**config.mk**
```make
export PLATFORM = sky130hd
export DESIGN_NAME = psle_shade
export DESIGN_NICKNAME = d
export VERILOG_FILES = /design/src/rtl/core/psle_pkg.sv /design/src/rtl/core/psle_shade.sv
export SDC_FILE = /design/constraint.sdc
export NUM_CORES = 2
export LEC_CHECK = 0
export BUFFER_PORTS_ARGS = -buffer_cell sky130_fd_sc_hd__buf_2
export CELL_PAD_IN_SITES_DETAIL_PLACEMENT = 1
export CELL_PAD_IN_SITES_GLOBAL_PLACEMENT = 1
export CORE_ASPECT_RATIO = 1.75
export CORE_UTILIZATION = 40
export CTS_CLUSTER_DIAMETER = 30
export DETAILED_ROUTE_END_ITERATION = 8
export PLACE_DENSITY_LB_ADDON = 0.2
export SYNTH_ARGS = -nofsm -noshare
export SYNTH_HDL_FRONTEND = slang
export SYNTH_SLANG_ARGS = --single-unit
```
**constraint.sdc**
```tcl
create_clock -name clk -period 17.3 [get_ports clk]
set_input_delay 0.865 -clock clk [delete_from_list [all_inputs] [get_ports clk]]
set_output_delay 0.865 -clock clk [all_outputs]
set_load 0.02 [all_outputs]
```
**src/rtl/core/psle_pkg.sv**
```systemverilog
// ----------------------------------------------------------------------------
// psle_pkg
// Shared widths, register indexes and table builders for the Phong lobe block.
// ----------------------------------------------------------------------------
package psle_pkg;

  localparam int CoordW = 16;
  localparam int DotW   = 41;   // r.wo, exact
  localparam int LobeW  = 15;   // lobe, Q.14, at most 1.0
  localparam int LogW   = 17;   // log table entry, Q.16
  localparam int ExpW   = 31;   // exp table entry, Q.30
  localparam int CfgAddrW = 3;

  localparam logic [CfgAddrW-1:0] RegSpecGain  = 3'd0;
  localparam logic [CfgAddrW-1:0] RegColorRed  = 3'd1;
  localparam logic [CfgAddrW-1:0] RegColorGrn  = 3'd2;
  localparam logic [CfgAddrW-1:0] RegColorBlu  = 3'd3;
  localparam logic [CfgAddrW-1:0] RegShininess = 3'd4;

  localparam longint unsigned One30 = 64'd1073741824;

  // 2^30 * 2^(-2^-(k+1)) rounded, k = 0 is the square root of one half
  localparam logic [31:0] ExpStep [12] = '{
    32'd759250125,  32'd902905651,  32'd984625594,  32'd1028218693,
    32'd1050733751, 32'd1062175491, 32'd1067942999, 32'd1070838486,
    32'd1072289173, 32'd1073015252, 32'd1073378477, 32'd1073560135
  };

  typedef logic [CoordW-1:0] word_t;

  // log2(1 + idx/2^bits) in Q.16 by repeated squaring
  function automatic logic [LogW-1:0] log_entry(input int unsigned idx,
                                                input int unsigned bits);
    longint unsigned x;
    logic [LogW:0] acc;
    x = One30 + (longint'(idx) << (30 - bits));
    acc = '0;
    for (int n = 0; n < 17; n++) begin
      x = (x * x) >> 30;
      acc = {acc[LogW-1:0], 1'b0};
      if (x >= 2 * One30) begin
        acc[0] = 1'b1;
        x = x >> 1;
      end
    end
    acc = (acc + 18'd1) >> 1;
    return acc[LogW-1:0];
  endfunction

  // 2^30 * 2^(-idx/2^bits)
  function automatic logic [ExpW-1:0] exp_entry(input int unsigned idx,
                                                input int unsigned bits);
    longint unsigned acc;
    acc = One30;
    for (int b = 0; b < 12; b++) begin
      if (b < bits && ((idx >> b) & 1) == 1)
        acc = (acc * longint'(ExpStep[bits-1-b]) + (One30 >> 1)) >> 30;
    end
    return acc[ExpW-1:0];
  endfunction

endpackage

```
**src/rtl/core/psle_shade.sv**
```systemverilog
// ----------------------------------------------------------------------------
// psle_shade
// Channel = gain * colour * lobe >> 28, saturated, over three stages.
// ----------------------------------------------------------------------------
module psle_shade (
  input  logic                        clk,
  input  logic                        rst,
  input  logic                        lobe_valid,
  input  logic                        hit,
  input  logic [psle_pkg::LobeW-1:0]  lobe,
  input  logic [15:0]                 spec_gain,
  input  logic [15:0]                 color_red,
  input  logic [15:0]                 color_green,
  input  logic [15:0]                 color_blue,
  output logic                        done,
  output logic [15:0]                 refl_red,
  output logic [15:0]                 refl_green,
  output logic [15:0]                 refl_blue,
  output logic                        lobe_hit
);

  logic [1:0]  vld;
  logic [1:0]  hit_p;
  logic [30:0] g;
  logic [46:0] pr, pg, pb;

  function automatic logic [15:0] sat(input logic [46:0] v);
    return (v[46:44] != '0) ? 16'hFFFF : v[43:28];
  endfunction

  always_ff @(posedge clk) begin
    if (rst) begin
      vld  <= '0;
      done <= 1'b0;
    end else begin
      vld  <= {vld[0], lobe_valid};
      done <= vld[1];
    end
    hit_p <= {hit_p[0], hit};
    g  <= 31'(spec_gain) * 31'(lobe);
    pr <= 47'(g) * 47'(color_red);
    pg <= 47'(g) * 47'(color_green);
    pb <= 47'(g) * 47'(color_blue);
    refl_red   <= sat(pr);
    refl_green <= sat(pg);
    refl_blue  <= sat(pb);
    lobe_hit   <= hit_p[1];
  end

endmodule

```
; After elaboration in Yosys (flattened, before gate mapping)
; Cells that the tools add are included.
[totals]
regBits = 226
inputBits = 83
output_inout_bits = 50
wordCells = 18
[classes]
n_mul = 4
reduce_logical = 3
[ops]
columns = cell, n
row1 = 31-bit by 16-bit multiplier with 47-bit output, 3
row2 = 16-bit by 15-bit multiplier with 31-bit output, 1
row3 = 3-bit nonzero test, 3

; Longest topological paths before layout
[logic_depth]
ltp_word = 1
ltp_mapped = 27
ltp_nobuf = 25

; Worst setup path after synthesis
; No wires, ideal clock.
[synth_path]
kind = input-to-reg
startpoint = in color_blue[1]
endpoint = reg pb[46]
setup_ns = 0.072
t_arrival_ns = 6.617
required_ns = 17.228
path_slack_ns = 10.611
stages = 23
n_path_buf = 1
cell_sequence = clkbuf_1 > nand2_1 > fa_1 > fa_1 > fa_1 > inv_1 > fa_1 > fa_1 > inv_1 > fa_1 > inv_1 > ha_1 > a21o_1 > a21o_1 > a211oi_2 > nand3_1 > o21ai_2 > o311ai_4 > a221oi_4 > o21ai_2 > a311o_1 > a21oi_2 > xnor2_1
[synth_between]
elab_chain_len = 1
[synth_rtl]
columns = element, line_no
row1 = from (decl), psle_shade.sv:14  ; input logic [15:0] color_blue,
row2 = 31-bit by 16-bit multiplier with 47-bit output, psle_shade.sv:43  ; pb <= 47'(g) * 47'(color_blue);
row3 = to (signal assigned), psle_shade.sv:43
row4 = to (decl), psle_shade.sv:25  ; logic [46:0] pr, pg, pb;
; Every way passes these cells.
; A chain may end at the register's enable or synchronous reset.

; Final worst setup path
[layout_path]
startpoint = reg g[12]
endpoint = reg pg[39]
[layout_between]
elab_chain_len = 1
[layout_rtl]
columns = element, line_no
row1 = from (decl), psle_shade.sv:24  ; logic [30:0] g;
row2 = from (signal assigned), psle_shade.sv:40  ; g <= 31'(spec_gain) * 31'(lobe);
row3 = 31-bit by 16-bit multiplier with 47-bit output, psle_shade.sv:42  ; pg <= 47'(g) * 47'(color_green);
row4 = to (signal assigned), psle_shade.sv:42
row5 = to (decl), psle_shade.sv:25
; Every way passes these cells.

==> results.yml <==
logic_synthesis:
  ys_types: 63
  synthTopCellsByArea: "fa_1, ha_1, inv_1"
  synth_most_common_cell: "inv_1"
  synth_nets: 7993
  synth_edf_count: 0
  avgSynthCellArea_um2: 9.05
  synth_warnings: 0
  synthTopCellsByCount: "inv_1, fa_1, nand2_1, and2_1, ha_1"
  syn_area_mm2: 0.0550
  synth_top_cell_by_area: "fa_1"
  ys.flop_type: "dfxtp_1"
  ys_seq_area_frac: 0.0517
  async_flop_share: 0
  synth_top_area_share: 0.506
  syn_inst: 6078
  ys_ff_latch: 142
global_route:
  grt_use_total: 0.236
  grt-ovfl-total: 0
  grt_pass1_vias: 47400
  grt_max_degree: 49
  antenna_found_initial: 7
  grt_pass1_wl_um: 252000
timing:
  period_needed_ps: 7330
  holdWs_ps: 329
  skew_ps: 23.7
  min_period_over_period: 0.424
  rsz0062_at_grt: "no"
  setup_viol: 0
  max_slew_margin: 0.299
  fmax_mhz: 136
  worst_slew_pin_slew_ps: 1050
  fin_setup_tns_ps: 0
  slew_viol_final: 0
  hold_viol_final: 0
setup_path:
  worst_setup_path_end_kind: "flop"
  arrival_ps: 7730
  r2r-end: "pg[39]$_DFF_P_"
  rrSetupSlack_ps: 9970
  reg2reg_from: "g[12]$_DFF_P_"
  cp_max_fo: 32
  worstPathRequired_ps: 17700
  reg2regPathDepth: 23
  criticalPathCategory: "flop to flop"
  cp-start-kind: "flop"
clocking:
  h-tree-depth: 4
  cts_tree: "built"
  cts_buffers: 17
  cts_setup_buffers: 0
  clock_latency_ps: 510
  clk_path_buf_depth: 2
  clk_pin_slew_ps: 70
  cts_sinks: 142
  root_buffer: "clkbuf_16"
  post_cts_resized: 0
  cts_hold_buf: 0
placed_design:
  portBuffers: 132
  gp_congestion: 0.813
  dpl.hpwl_um: 120000
drt:
  postRouteAntennaNets: 0
  drc: 0
  drt-wirelength-per-cell_um: 19.8
  vias_per_cell: 5.04
  wl_um: 153000
  drtPass1Iterations: 5
  drt_iter0_drc: 1203
  via_count: 39100
die:
  initial_utilization: 0.404
  dieArea_mm2: 0.139
  core_mm2: 0.136
  die_h_um: 492
  die_w_um: 282
  rows: 179
  io-pin-count: 133
hold_path:
  min_from: "hit_p[0]$_DFF_P_"
  hp-class: "flop to flop"
  min_to: "hit_p[1]$_DFF_P_"
  hold_depth: 0
run:
  maxCapViolations: 0
layout:
  syn_to_final_growth_pct: 4.67
  drive_above_1_share: 0.0416
  n_fill_cell: 16000
  finalNetCount: 7844
outcome:
  outcome: "complete, no violations"
-- how the worst max path moves through the flow --
stage,start,end,cells after the start
floorplan,color_blue[1],pb[46]$_DFF_P_,23
global placement,color_red[1],pr[44]$_DFF_P_,20
detailed placement,color_red[1],pr[44]$_DFF_P_,20
CTS,g[12]$_DFF_P_,pg[39]$_DFF_P_,23
global route,g[12]$_DFF_P_,pg[44]$_DFF_P_,23
finish,g[12]$_DFF_P_,pg[39]$_DFF_P_,23
-- routing by layer --
layer  share of wire  vias up  routed length [um]  track usage
li1                -    17100                   -            -
met1            0.35    21200               53900        0.246
met2            0.59      505               90900        0.480
met3           0.017      276                2600       0.0146
met4           0.039       10                5940       0.0894
met5         0.00039        -                  60            0
-- logic make-up after synthesis --
group,after synthesis,share of synthesized area
AO/OA/AOI/OAI,273,0.0333
XOR/XNOR,86,0.0137
adder cells (fa/ha/maj),1832,0.607
buffers and inverters,1793,0.122
flip-flops,142,0.0517
AND/OR/NAND/NOR,1952,0.172
-- cells in the final DEF, fill, tap and decap left out, drive strengths merged, types with 48 or more instances in the layout --
cell / netlist / routed
nand2b: 56 / 56
nor2: 48 / 48
and2: 719 / 719
a21o: 61 / 61
fa: 1389 / 1389
dfxtp: 142 / 142
buf: 7 / 165
nand2: 1035 / 1035
inv: 1460 / 1468
a21oi: 90 / 90
ha: 443 / 443
xnor2: 60 / 60
-- metrics by stage --
step	cell area, um^2	cells	utilization	setup slack [ps]
5_1_grt	57500	7753	0.423	9500
2_1_floorplan	55000	6078	-	10610
3_3_place_gp	57000	7720	0.418	9540
4_1_cts	57500	7752	0.423	9920
6_report	57500	7754	0.423	9970
3_5_place_dp	57000	7720	0.418	9550
-- sequential cells by signal (all words and copies together), names as in the netlist --
signal	flops
done	1
g	31
hit_p	2
lobe_hit	1
pb	19
pg	19
pr	19
refl_blue	16
refl_green	16
refl_red	16
vld	2
-- area by class of cell --
| cell class | instances | area (um^2) | area share |
|---|---|---|---|
| clock inverter | 14 | 148 | 0.00257 |
| tap | 1810 | 2260 | 0.0394 |
| clock buffer | 18 | 439 | 0.00763 |
| timing repair buffer | 165 | 908 | 0.0158 |
| sequential | 142 | 2880 | 0.0501 |
| antenna | 2 | 5.00 | 0.0000870 |
| inverter | 1460 | 5480 | 0.0952 |
| multi-input combinational | 4143 | 45400 | 0.789 |
-- worst max-delay path: stages (launching register included) --
cell,delay (ps)
dfxtp_2,630
buf_4,510
nand2_1,150
fa_1,530
fa_1,530
fa_1,520
inv_1,50
fa_1,500
fa_1,530
inv_1,60
fa_1,480
inv_1,40
ha_1,310
a21o_1,210
a31oi_1,170
nor3_1,100
nor4b_1,280
o2111ai_1,230
o211ai_1,380
a21boi_1,200
o21a_1,240
o21a_1,200
o21a_1,170
a311oi_1,180
Power is left out: the tool's default activity adds up to more than one toggle a clock period on the data nets, which glitch-free logic cannot reach.
